===== config.mk =====
export PLATFORM = sky130hd
export DESIGN_NAME = vcs_div
export DESIGN_NICKNAME = d
export VERILOG_FILES = /design/src/design/vcs_pkg.sv /design/src/design/vcs_div.sv
export SDC_FILE = /design/constraint.sdc
export NUM_CORES = 1
export LEC_CHECK = 0
export BUFFER_PORTS_ARGS = -buffer_cell sky130_fd_sc_hd__buf_2
export CELL_PAD_IN_SITES_DETAIL_PLACEMENT = 0
export CELL_PAD_IN_SITES_GLOBAL_PLACEMENT = 1
export CORE_MARGIN = 4
export CORE_UTILIZATION = 44
export DETAILED_ROUTE_END_ITERATION = 16
export MAX_ROUTING_LAYER = met4
export PLACE_DENSITY = 0.78
export SYNTH_ARGS = -nofsm -noshare
export SYNTH_HDL_FRONTEND = slang
export SYNTH_SLANG_ARGS = --single-unit
export TNS_END_PERCENT = 1

===== constraint.sdc =====
create_clock -name aclk -period 3.4 [get_ports aclk]
set_input_delay 0.34 -clock aclk [delete_from_list [all_inputs] [get_ports aclk]]
set_output_delay 0.34 -clock aclk [all_outputs]
set_load 0.02 [all_outputs]

===== src/design/vcs_pkg.sv =====
// Shared constants, types and helpers for the Verlet chain step block.
package vcs_pkg;

    localparam int MAX_POINTS = 64;
    localparam int PT_W       = $clog2(MAX_POINTS);
    localparam int CNT_W      = PT_W + 1;
    localparam int FRAC_BITS  = 16;

    localparam int S_TDATA_W = 88;
    localparam int M_TDATA_W = 72;
    localparam int CFG_IDX_W = 3;
    localparam int CFG_DAT_W = 24;

    localparam int DRAG_W  = 17;
    localparam int GRAV_W  = 24;
    localparam int REST_W  = 24;
    localparam int SWEEP_W = 10;
    localparam int DT_W    = 16;

    localparam int DVS_W = 33;
    localparam int DVD_W = DVS_W + REST_W;

    localparam logic [CFG_IDX_W-1:0] REG_POINT_COUNT   = 3'd0;
    localparam logic [CFG_IDX_W-1:0] REG_DRAG_FACTOR   = 3'd1;
    localparam logic [CFG_IDX_W-1:0] REG_GRAVITY       = 3'd2;
    localparam logic [CFG_IDX_W-1:0] REG_REST_DISTANCE = 3'd3;
    localparam logic [CFG_IDX_W-1:0] REG_RELAX_SWEEPS  = 3'd4;

    localparam logic OP_LOAD = 1'b0;
    localparam logic OP_STEP = 1'b1;

    typedef logic signed [31:0] coord_t;

    function automatic coord_t sat32(input logic signed [63:0] v);
        coord_t r;
        if (v > 64'sd2147483647) begin
            r = 32'sh7FFFFFFF;
        end else if (v < -64'sd2147483648) begin
            r = 32'sh80000000;
        end else begin
            r = v[31:0];
        end
        return r;
    endfunction

endpackage


===== src/design/vcs_div.sv =====
// Unsigned restoring divider, one quotient bit per cycle.
module vcs_div (
    input  logic                       aclk,
    input  logic                       aresetn,
    input  logic                       start,
    input  logic [vcs_pkg::DVD_W-1:0]  dividend,
    input  logic [vcs_pkg::DVS_W-1:0]  divisor,
    output logic                       done,
    output logic [vcs_pkg::DVD_W-1:0]  quotient
);
    import vcs_pkg::*;

    localparam int CW = $clog2(DVD_W + 1);

    logic [DVD_W-1:0] dvd_reg;
    logic [DVS_W-1:0] dvs_reg;
    logic [DVS_W-1:0] rem_reg;
    logic [CW-1:0]    cnt_reg;
    logic             busy_reg;
    logic             done_reg;
    logic [DVS_W:0]   rem_sh;
    logic             fit;

    assign rem_sh = {rem_reg, dvd_reg[DVD_W-1]};
    assign fit    = rem_sh >= {1'b0, dvs_reg};

    always_ff @(posedge aclk) begin
        if (!aresetn) begin
            busy_reg <= 1'b0;
            done_reg <= 1'b0;
            cnt_reg  <= '0;
        end else begin
            done_reg <= 1'b0;
            if (start) begin
                busy_reg <= 1'b1;
                cnt_reg  <= CW'(DVD_W);
                dvd_reg  <= dividend;
                dvs_reg  <= divisor;
                rem_reg  <= '0;
            end else if (busy_reg) begin
                rem_reg <= fit ? DVS_W'(rem_sh - {1'b0, dvs_reg}) : rem_sh[DVS_W-1:0];
                dvd_reg <= {dvd_reg[DVD_W-2:0], fit};
                cnt_reg <= cnt_reg - 1'b1;
                if (cnt_reg == CW'(1)) begin
                    busy_reg <= 1'b0;
                    done_reg <= 1'b1;
                end
            end
        end
    end

    assign done     = done_reg;
    assign quotient = dvd_reg;

endmodule


# After elaboration in Yosys (flattened, before gate mapping)
# Cells that the tools add are included.
# classes
add_sub_neg	2
n_lt_le_gt_ge	1
eq_ne	1
mux	10
bitwise	2
reduce_logical	5
# op_table
op	count
57-bit two-way mux	2
33-bit two-way mux	2
34-bit by 33-bit >= comparator with 1-bit output	1
33-bit subtractor	1
6-bit two-way mux	2
6-bit by 1-bit == test with 1-bit output (second input constant)	1
6-bit by 1-bit subtractor with 6-bit output (second input constant)	1
1-bit two-way mux	4
2-bit AND reduction	2
3-bit OR reduction	1
1-bit inverter	2
2-bit nonzero test	1
2-bit OR reduction	1
# word_totals
regBits	131
output_inout_bits	58
elab_cells	28

# Depth between registers and ports, before layout
# Gate-level depths: netlist of run 1.
# depth
word_depth	4
ltp_mapped	14

# Worst setup path before layout of run 1
# No wires, ideal clock.
# synth_path
path_kind	input to register
start	input start
end	register dvd_reg[0] (netlist: quotient[0]) (enable)
arrival_ps	2645
required_time_ps	2944
path_slack_ps	299
cell_stages	3
n_path_buf	2
path_cell_list	clkbuf_8 -> buf_6 -> o21a_1
# synth_between
elab_chain_len	2
# synth_lines
element	line	text
from (decl)	vcs_div.sv:5	input logic start,
2-bit nonzero test (no line)	n/a	
2-bit AND reduction (no line)	n/a	
to (signal assigned)	vcs_div.sv:37	dvd_reg <= dividend;
to (signal assigned)	vcs_div.sv:42	dvd_reg <= {dvd_reg[DVD_W-2:0], fit};
to (decl)	vcs_div.sv:15	logic [DVD_W-1:0] dvd_reg;
# Every way passes these cells.
# A chain may end at the register's enable or synchronous reset.

# Worst setup path after layout of run 1
# layout_path
start	register dvd_reg[56] (netlist: quotient[56])
end	register rem_reg[32] (data pin)
# layout_between
elab_chain_len	3
elab_cells_between_ends	4
classes_between	add/sub: 1; order compare: 1; mux: 2
# layout_lines
element	line	text
33-bit subtractor / 34-bit by 33-bit >= comparator with 1-bit output (equally long branches)	vcs_div.sv:41, vcs_div.sv:25	
33-bit two-way mux (*)	vcs_div.sv:41	rem_reg <= fit ? DVS_W'(rem_sh - {1'b0, dvs_reg}) : rem_sh[DVS_W-1:0];
33-bit two-way mux (*)	vcs_div.sv:40	end else if (busy_reg) begin
to (signal assigned)	vcs_div.sv:41	
to (decl)	vcs_div.sv:17	logic [DVS_W-1:0] rem_reg;
# Mark *: on every way between the ends. The rest lies on a longest branch, timed or not. The select of a mux whose other input is x is not followed.

==> impl_summary.md, run 1 <==
Clocking
The number of gates resized after cts is 0. TritonCTS built the clock tree. The clock passes through at most 2 buffers.

The number of CTS-inserted buffers is 17. The clock latency of the later-clocked register in the worst-skew pair is 430 ps. The clock drives 131 sinks. After clock tree synthesis, the clock-pin slew on the worst setup and hold paths is 70 ps. The number of H-tree levels is 4. The cell at the root of the clock tree is clkbuf_16.

Yosys
In the synthesized netlist the async set-or-reset flop fraction comes to 0%. The synthesized design contains 123 enable-type register cells. The top flip-flop cell by instance count after synthesis is edfxtp_1. Synthesis instantiated 69 different standard cells from the library.

The number of nets handed over by synthesis was 764. The flop and latch count out of synthesis is 131. After synthesis the cells add up to 0.00736 mm2.

The gate count after technology mapping is 635. Each instance of the synthesized netlist takes up on average 11.6 um2. The fraction of the yosys area taken by sequential cells is 52.3%. The Yosys warning count is 0.

Timing
In the post-route analysis, the smallest setup slack over all paths is 246 ps. Counting I/O delays and the setup requirement, the final critical path takes 3150 ps. Setup repair after global routing left no endpoint under its margin. The final setup violation count is 0. The final number of max-transition violations came to 0. The worst path uses 92.8% of the clock period. The worst hold-check slack is 87.6 ps. The transition time of the tightest slew-check pin is 885 ps. The highest clock rate is 317 MHz.

The number of hold violations in the final report is 0. The worst-case headroom to the max-slew limit is 41.0%. Summed over all failing endpoints, the final setup total negative slack is 0 ps.

Across the routed clock network, the largest skew measured is 12.1 ps.

Critical path
The path type of the worst setup path is reg2reg. The worst setup path is launched from a flop. The signal on the critical path passes through inv_1, ha_1, inv_1, fa_1, a21o_1, a311o_1, o211ai_2, a21oi_1, o311a_1, o221ai_2, nor4_1, a311o_1. The sort of element at the end of the critical path is a flop. The combined buffer and inverter count along the critical path is 2. STA puts the critical path data required time at 3580 ps. The origin of the critical flop-to-flop path is quotient[56]. The source of the critical timing path is quotient[56]. The cell family with the largest share of critical-path delay is compound AO/OA/AOI/OAI gates.

The worst-path maximum fanout is 6. The worst-path cell with the longest stage delay is edfxtp_1. For this run, the slowest stage of the critical path takes 400 ps.

For the worst setup path, the data arrival time is 3330 ps.

Final layout
Relative to the synthesized area, the layout overhead comes to 21.4%. The register with the most flip-flops in the layout has 57 of them. The layout has 1,472 filler cells. The finished layout holds 1,025 standard cells, fillers aside.

The net total in the final layout is 920. The post-route cell area is 0.00894 mm2. In the final layout, the share of cells above drive strength 1 is 34.0%.

Floorplan
The initialized floorplan defines 47 standard-cell rows. The die covers 0.0189 mm2. The die width is 137 um.

The floorplan step defined a core boundary enclosing 0.0165 mm2. Pin placement for this block handled 151 I/O pins. The height of the die is 137 um. For this configuration, the core starts out at a cell density of 44.7%.

Min path
In this run the worst hold path is classified as in2reg. The startpoint of the tightest hold check path is divisor[27].

GRT
Entering global routing, the biggest net connects 73 pins. Global routing used 32.4% of the available met2 tracks. The number of global-route vias before repair is 5,655.

The total track usage is 20.2%. Global routing finished with a remaining overflow of 0. Global routing consumed, on the met3 layer, 6.94% of the routing resources. The number of antenna violations at the first check in global routing is 1. The global-route track usage on met1 is 24.6%. The global-route wire length before repair is 28,700 um. The busiest layer in global routing is met2.

Power
The power density over the cells is 572 mW/mm2. The fraction of power consumed by sequential logic is 39.4%. The net switching component of the power is 1.59 mW. The switching part of the total power is 31.1%. Internal power comes to 3.52 mW. The largest vdd supply drop is 381 uV.

For this design the static power due to leakage is 3.69 nW. The clock network accounts for 35.0% of the total power. The combinational cell fraction of total power is 25.6%.

Route
The detailed router placed 5,576 vias in this run. After the first detailed-routing iteration, the DRC count stood at 337. The average wire per cell in the routed design is 17.3 um. The routed design has 17,700 um of wire. In the routed design, unresolved DRC markers number 0. The first detailed-routing pass took 5 iterations.

Once detail routing completed, the nets flagged for antenna violations numbered 0. Dividing the detail-routed via count by the number of cells gives 5.44.

Placed design
Once detailed placement completed, the half-perimeter wirelength came to 12,900 um. Prior to clock tree synthesis, the placed netlist has a worst setup slack of 166 ps. The routability-driven placement congestion ratio is 0.860.

The total instance count after detailed placement is 987. During placement, the flow inserted port buffers numbering 150. The area of placed instances is 0.00833 mm2.

Run status
The run finished with clean final reports.

Flow run
The max-cap check violation count is 0.
-- power groups by stage --
stage	sequential, mW	clock, mW	combinational (mW)
2_1_floorplan	2.09	0	0.898
3_3_place_gp	2.04	0	1.26
3_5_place_dp	2.05	0	1.27
4_1_cts	2.02	1.83	1.28
5_1_grt	2.03	1.90	1.45
6_report	2.01	1.79	1.31
-- worst reg2reg max path, stage by stage (launching register included) --
cell and delay [ps]:
edfxtp_1 400, inv_1 80, ha_1 160, inv_1 50, fa_1 400, a21o_1 230, a311o_1 360, o211ai_2 120
a21oi_1 150, o311a_1 380, o221ai_2 190, nor4_1 60, a311o_1 330
-- cells by family after synthesis --
group	after synthesis	synth area share [%]
flops	131	52.3
buf+inv	71	4.48
xor+xnor	26	3.09
compound gates	162	15.5
mux	57	8.72
fa+ha+maj	36	6.22
simple gates	152	9.62
-- what timing repair did --
action | CTS | global route
buffers inserted | 0 | 5
hold buffers | 0 | 0
setup endpoints to repair | 0 | 2
-- layout by cell type (no fill, tap or decap), drive strengths merged, types with 10 or more instances in the layout --
cell    synthesis  layout
xnor2          19      19
inv            45      53
a21o           14      14
nand3          10      10
mux2           57      57
a21oi          54      54
ha             35      35
nor2           29      29
clkbuf         14      17
nand2          70      70
a211oi         14      14
o21ai          23      23
buf            11     162
a21boi         11      11
edfxtp        123     123
-- metal layers --
metal / up-vias / share of wire, %
li1: 2695 / -
met1: 2676 / 43
met2: 191 / 48
met3: 14 / 8.1
met4: 0 / 0.79
met5: - / 0
-- synth_stat cells, drive strengths merged (3+ instances only) --
master / n / area share (%)
a21o: 14 / 1.5
or3: 3 / 0.25
a21boi: 11 / 1.1
a31oi: 4 / 0.34
ha: 35 / 5.9
mux2: 57 / 8.7
clkbuf: 14 / 1.3
a21oi: 54 / 4.2
a31o: 3 / 0.36
nand2b: 4 / 0.34
nand3: 10 / 0.68
inv: 45 / 2.3
nor2b: 3 / 0.25
dfxtp: 8 / 2.2
a211o: 6 / 0.73
o211ai: 5 / 0.58
nor2: 29 / 1.5
and4: 3 / 0.37
buf: 11 / 0.87
xnor2: 19 / 2.3
o21ai: 23 / 1.6
nand2: 70 / 3.6
o21a: 8 / 0.82
edfxtp: 123 / 50
a211oi: 14 / 1.5
or2: 3 / 0.25
and3: 5 / 0.44
nand4: 5 / 0.42
nor3: 8 / 0.54
xor2: 7 / 0.83
-- layout make-up --
cell class              instances  area (um2)  share of cell area (%)
clock buffers                  17         425                    4.76
flip-flops and latches        131        3850                    43.1
clock inverters                15         141                    1.58
diodes                          1        2.50                  0.0280
well taps                     220         275                    3.08
inverters                      46         173                    1.93
multi-input cells             433        3190                    35.7
repair buffers                162         878                    9.83
-- path summary, 6_finish.rpt --
kind / slack (ps) / end / depth (start not counted)
hold / removal: 90 / dvs_reg[27] / 1
setup / recovery: 250 / rem_reg[32] / 12
hold reg to reg: 500 / cnt_reg[1] / 2
setup reg to reg: 250 / rem_reg[32] / 12
-- per-stage QoR --
step / util, % / power [mW]
finish: 54.3 / 5.11
floorplan: - / 2.99
detailed placement: 50.6 / 3.32
global placement: 50.6 / 3.30
CTS: 54.0 / 5.13
global route: 54.3 / 5.37
Power figures use the tool's default switching activity.
==> inputs of run 2 (changes only) <==
--- a/config.mk
+++ b/config.mk
@@ -8,6 +8,7 @@
 export BUFFER_PORTS_ARGS = -buffer_cell sky130_fd_sc_hd__buf_2
 export CELL_PAD_IN_SITES_DETAIL_PLACEMENT = 0
 export CELL_PAD_IN_SITES_GLOBAL_PLACEMENT = 1
+export CORE_ASPECT_RATIO = 1.75
 export CORE_MARGIN = 4
 export CORE_UTILIZATION = 44
 export DETAILED_ROUTE_END_ITERATION = 16
==> run 2 against run 1 <==
  * Power grew 4.1%
  * Combinational power barely moved
  * Maximum frequency decreased by 0.12%
  * Core utilization is 0.39 points higher
  * Via count down 2.2%
  * Final area rose by 0.60%
  * Critical endpoint unchanged
  * Wire length grew 1.1%
  * Clock-buffer cell count unchanged
  * Worst setup slack worse by 3.9 ps
==> impl_summary.md, run 2 (synthesis results as in run 1) <==
Route
The via count came to 5,452 (-2.2%). The average wire per cell in the routed design is 17.5 um (+1.2%). The total wirelength of the detailed-routed design is 17,900 um (+1.1%). The number of vias per cell after detailed routing is 5.32 (-2.1%).

The violation count after the first detailed-routing iteration was 326 (-3.3%). The final routed DRC violation total came to 0 (unchanged). The final antenna-violating net count is 0 (unchanged). The detailed-router iteration count before antenna repair is 6 (+1).

Clocking
The number of H-tree levels is 4 (unchanged). The count of hold-fix buffers inserted at cts was 0 (unchanged). TritonCTS built the clock tree. The maximum buffer depth of the clock tree is 2 (unchanged). The cell at the root of the clock tree is clkbuf_16. The number of clock sinks is 131 (unchanged). The clock-pin slew of the registers on the worst-case setup and hold paths is 60 ps (about the same).

The number of gates resized after cts came to 0 (unchanged). The number of CTS-inserted buffers is 17 (unchanged). The number of post-CTS setup repair buffers is 0 (unchanged). The clock latency of the later-clocked register in the worst-skew pair is 420 ps (about the same).

Critical path
The worst setup path is launched from a flop. The path type of the worst setup path is reg2reg. The startpoint identified for the worst register-to-register timing path is quotient[56]. The sort of element at the end of the critical path is a flop. The data arrival time of the critical path came to 3320 ps (about the same). The source of the critical timing path is quotient[56]. The count of cells along the worst register-to-register path is 12 (unchanged). The worst-path maximum fanout is 15 (+9).

The critical path data required time came to 3570 ps (about the same).

Timing
The final number of max-transition violations is 0 (unchanged). The final clock skew is 15.6 ps (+3.45 ps). The worst hold-check slack is 92.6 ps (+4.99 ps).

The final worst-path cycle share is 92.9% (+0.12 points). The shortest period the worst path allows is 3160 ps (+3.92 ps). Setup repair after global routing left no endpoint under its margin. The accumulated negative setup slack is 0 ps (unchanged).

The worst-case headroom to the max-slew limit is 47.9% (+6.9 points). The final setup violation count is 0 (unchanged). The number of hold violations in the final report came to 0 (unchanged).

The transition time of the tightest slew-check pin is 781 ps (-104 ps). The highest clock rate came to 317 MHz (-0.12%).

Floorplan
The die width is 106 um (-23%). The starting utilization of the core area was 44.8% (+0.054 points). The height of the die is 179 um (+30%).

The count of pins on the block boundary is 151 (unchanged). The die outline area came to 0.0190 mm2 (+0.43%). The floorplan core area came to 0.0164 mm2 (-0.12%). The total number of placement rows is 62 (+32%).

GRT
The number of antenna violations at the first check in global routing is 0 (-1). The total overflow reported by the global router is 0 (unchanged). The pin count of the biggest net entering global routing came to 66 (-9.6%).

The number of global-route vias before repair was 5,907 (+4.5%). The global-route wire length before repair is 28,700 um (-0.12%). The total track usage is 19.9% (-0.27 points).

Final layout
The final cell utilization of the core is 54.7% (+0.39 points). The total inserted antenna cells is 0 (-1). The top cell types in the final layout, fill and taps aside, are buf_2 (150), edfxtp_1 (123), nand2_1 (70). The share of final-layout standard cells stronger than drive strength 1 is 33.5% (-0.46 points). The net total in the final layout was 916 (-0.43%). The number of filler instances in the final layout is 1,495 (+1.6%). The flip-flop count of the largest register, all copies and words added is 57 (unchanged).

The post-route cell area is 0.00899 mm2 (+0.60%). The most common library cell in the layout ignoring fill and taps is buf_2. The area growth from synthesis to layout is 22.1%.

Placed design
The number of buffers added on ports is 150 (unchanged). The routability-driven placement congestion ratio is 0.888 (+3.3%). The total half-perimeter wirelength after legalization and detailed placement is 13,600 um (+5.5%). The area of placed instances is 0.00834 mm2 (+0.15%).

Min path
The number of cells on the worst hold path is 1 (unchanged). The class of the tightest hold or removal check is in2reg. The startpoint of the tightest hold check path is divisor[17].

Power
The largest vdd supply drop is 410 uV (+7.5%). The overall power is 5.32 mW (+4.1%). The leakage power of the design came to 3.70 nW (+0.30%).

The power density over the cells was 592 mW/mm2 (+3.5%).

Run status
The run finished with clean final reports.

Flow run
The max-cap check violation count was 0 (unchanged).
[run 2: final timing paths]
| check | endpoint | slack (ps) |
|---|---|---|
| setup / recovery | rem_reg[32] | 240 |
| hold / removal | dvs_reg[17] | 90 |
| setup reg to reg | rem_reg[32] | 240 |
| hold reg to reg | cnt_reg[1] | 520 |
[run 2: final cells by class]
cell class / count / area, um2 / area share, %
Inverter: 46 / 173 / 1.92
Clock buffer: 17 / 425 / 4.73
Timing Repair Buffer: 158 / 848 / 9.44
Clock inverter: 15 / 223 / 2.48
Multi-Input combinational cell: 433 / 3190 / 35.5
Tap cell: 224 / 280 / 3.12
Sequential cell: 131 / 3850 / 42.9
[run 2: through the flow]
stage,setup slack (ps),std cells
4_1_cts,214,1024
6_report,242,1024
3_5_place_dp,232,992
5_1_grt,33.8,1024
3_3_place_gp,313,992
2_1_floorplan,299,635
[run 2: per-layer routing]
layer  up-vias  global-route usage [%]  share of wire [%]
met1      2585                    20.5                 38
met2       172                    36.7                 55
met4         0                    8.21                2.7
met3        30                    4.07                4.7
li1       2665                       -                  -
met5         -                       -                  0
[run 2: power breakdown]
| group | internal, mW | total, mW | switching, mW |
|---|---|---|---|
| registers | 1.95 | 2.01 | 0.0689 |
| clock network | 1.31 | 2.02 | 0.716 |
| logic | 0.526 | 1.28 | 0.758 |
| total | 3.78 | 5.32 | 1.54 |
[run 2: critical path, stage by stage (launching register included)]
cell	delay, ps
edfxtp_1	400
inv_1	80
ha_1	150
inv_1	50
fa_1	400
a21o_1	230
a311o_1	360
o211ai_2	130
a31oi_1	150
nor2_2	270
a21oi_4	180
and4_2	260
a311o_1	260
==> inputs of run 3 (changes only) <==
--- a/config.mk
+++ b/config.mk
@@ -13,7 +13,7 @@
 export CORE_UTILIZATION = 44
 export DETAILED_ROUTE_END_ITERATION = 16
 export MAX_ROUTING_LAYER = met4
-export PLACE_DENSITY = 0.78
+export PLACE_DENSITY = 0.86
 export SYNTH_ARGS = -nofsm -noshare
 export SYNTH_HDL_FRONTEND = slang
 export SYNTH_SLANG_ARGS = --single-unit
==> run 3 against run 2 <==
  * Sequential share of layout area increased by 0.084 points
  * Clock-buffer cell count did not move
  * Maximum frequency shrank 0.89%
  * Die area stayed put
  * Critical path depth stayed put
  * Critical endpoint unchanged
  * Final area down 0.19%
==> impl_summary.md, run 3 (synthesis results as in run 1) <==
Run status
The flow ran to the end, and the final reports show no timing, DRC or antenna violations.

Floorplan
The height of the die is 179 um (unchanged). The die width came to 106 um (unchanged). The total number of placement rows is 62 (unchanged). The count of pins on the block boundary is 151 (unchanged). The starting utilization of the core area is 44.8% (unchanged). The floorplan core area is 0.0164 mm2 (unchanged).

The die outline area is 0.0190 mm2 (unchanged).

Critical path
The critical path data required time came to 3570 ps (about the same). Among cell families on the critical path, the largest total delay comes from compound AO/OA/AOI/OAI gates. The combined buffer and inverter count along the critical path is 2 (unchanged).

The slowest stage of the critical path is the edfxtp_1 cell. The critical path in this run is classified as reg2reg. STA classifies the critical path endpoint as a flop.

The element type at the critical path start is a flop. The signal on the critical path passes through inv_1, ha_1, inv_1, fa_1, a21o_1, a311o_1, o211ai_2, a21oi_1, o311a_1, o221ai_2, nor4_1, a311o_1. The worst-path maximum fanout is 6 (-9). The data arrival time of the critical path is 3360 ps (+40 ps).

The delay of the slowest critical-path stage is 400 ps (about the same).

Power
The leakage power of the design is 3.70 nW (about the same). The design internal power is 3.60 mW (-4.8%). The fraction of power consumed by sequential logic is 38.4% (+0.5 points). The net switching component of the power is 1.64 mW (+6.5%). The combinational cell fraction of total power is 24.8% (+0.7 points). The overall power is 5.24 mW (-1.5%). The share of total power in the clock network was 36.7% (-1.3 points). The switching part of the total power was 31.3% (+2.3 points). The largest vdd supply drop is 385 uV (-6.0%).

The power density over the cells was 584 mW/mm2 (-1.3%).

Final layout
The flip-flop count of the largest register, all copies and words added is 57 (unchanged). The share of final-layout standard cells stronger than drive strength 1 came to 34.2% (+0.66 points). The final instance count without filler cells is 1,029 (+0.49%).

In the layout the commonest cells are buf_2 (150), edfxtp_1 (123), nand2_1 (70). The total inserted antenna cells is 0 (unchanged). The most common library cell in the layout ignoring fill and taps is buf_2. The net total in the final layout is 921 (+0.55%). The area overhead of the layout relative to synthesis is 21.8%.

GRT
The number of antenna violations at the first check in global routing came to 0 (unchanged). The pin count of the biggest net entering global routing is 75 (+14%). The number of global-route vias before repair is 6,034 (+2.1%). The total overflow reported by the global router is 0 (unchanged). The total track usage is 20.3% (+0.37 points). The global-route wire length before repair was 29,300 um (+2.0%).

Min path
The min-delay analysis places its worst path in the category in2reg.

Clocking
The clock latency of the later-clocked register in the worst-skew pair is 430 ps (about the same). The maximum buffer depth of the clock tree is 2 (unchanged). The number of gates resized after cts is 0 (unchanged). The number of H-tree levels is 4 (unchanged). The number of clock sinks was 131 (unchanged).

The number of CTS-inserted buffers is 17 (unchanged). TritonCTS built the clock tree. The tree is rooted in a clkbuf_16. The clock-pin slew of the registers on the worst-case setup and hold paths is 60 ps (about the same).

Timing
Setup repair after global routing left no endpoint under its margin. The worst-case headroom to the max-slew limit is 41.5% (-6.5 points). The highest clock rate is 314 MHz (-0.89%).

The final worst-path cycle share is 93.7% (+0.83 points). The transition time of the tightest slew-check pin is 878 ps (+96.8 ps). The number of hold violations in the final report is 0 (unchanged). The final number of max-transition violations is 0 (unchanged).

The final setup violation count came to 0 (unchanged). The shortest period the worst path allows is 3190 ps (+28.3 ps). The final clock skew is 11.7 ps (-3.88 ps). The accumulated negative setup slack is 0 ps (unchanged).

Flow run
The max-cap check violation count came to 0 (unchanged).

Route
The average wire per cell in the routed design came to 17.7 um (+1.2%). The final routed DRC violation total came to 0 (unchanged). The via count is 5,555 (+1.9%). The total wirelength of the detailed-routed design is 18,200 um (+1.7%).

The violation count after the first detailed-routing iteration was 222 (-32%). The detailed-router iteration count before antenna repair was 4 (-2). The final antenna-violating net count is 0 (unchanged). The number of vias per cell after detailed routing came to 5.40 (+1.4%).

Placed design
The total instance count after detailed placement was 994 (+0.20%). The routability-driven placement congestion ratio was 0.890 (+0.24%). The number of buffers added on ports is 150 (unchanged).

The total half-perimeter wirelength after legalization and detailed placement is 13,600 um (+0.21%).
run 3: worst reg2reg max path: cells and delay by family, from the launching register on:
family	cells	cell delay, ps
AOI/OAI and AO/OA	7	1770
adders and majority gates	2	550
buffers and inverters	2	130
DFF	1	400
and+or+nand+nor	1	70
run 3: layout make-up:
class	count	area, um2
fill	1469	7470
sequential	131	3850
multi-input combinational	433	3190
timing repair buffer	163	861
clock buffer	17	425
tap	224	280
clock inverter	15	193
inverter	46	173
run 3: per-stage QoR:
| step | setup slack [ps] | cell area (um2) | utilization (%) | hold WS [ps] |
|---|---|---|---|---|
| after global placement | 300 | 8330 | 50.7 | 478 |
| after global routing | 29.3 | 8970 | 54.6 | 72.6 |
| after detailed placement | 237 | 8330 | 50.7 | 483 |
| after CTS | 214 | 8950 | 54.4 | 62.6 |
| final | 213 | 8970 | 54.6 | 86.8 |
| after floorplan | 299 | 7360 | - | 439 |
run 3: power by group through the flow:
| stage | logic, mW | registers, mW | clock network (mW) |
|---|---|---|---|
| 6_report | 1.30 | 2.01 | 1.93 |
| 5_1_grt | 1.42 | 2.03 | 2.03 |
| 4_1_cts | 1.28 | 2.02 | 1.96 |
| 3_5_place_dp | 1.27 | 2.05 | 0 |
| 3_3_place_gp | 1.25 | 2.04 | 0 |
| 2_1_floorplan | 0.898 | 2.09 | 0 |
run 3: worst paths after layout:
| kind | start | end | slack, ps | cells past startpoint |
|---|---|---|---|---|
| max | quotient[56] | rem_reg[32] | 210 | 12 |
| min | divisor[4] | dvs_reg[4] | 90 | 1 |
| max reg2reg | quotient[56] | rem_reg[32] | 210 | 12 |
| min reg2reg | cnt_reg[1] | cnt_reg[1] | 490 | 2 |
run 3: timing repair:
item / 4_1_cts / 5_1_grt
buffers inserted: 0 / 3
hold buffers: 0 / 0
setup endpoints to repair: 0 / 2
run 3: layer usage:
layer	global-route usage, %	vias up	part of all wire (%)
met5	-	-	0
met4	8.10	0	2.5
met3	4.22	39	5.0
met2	37.8	190	55
met1	20.6	2650	37
li1	-	2676	-
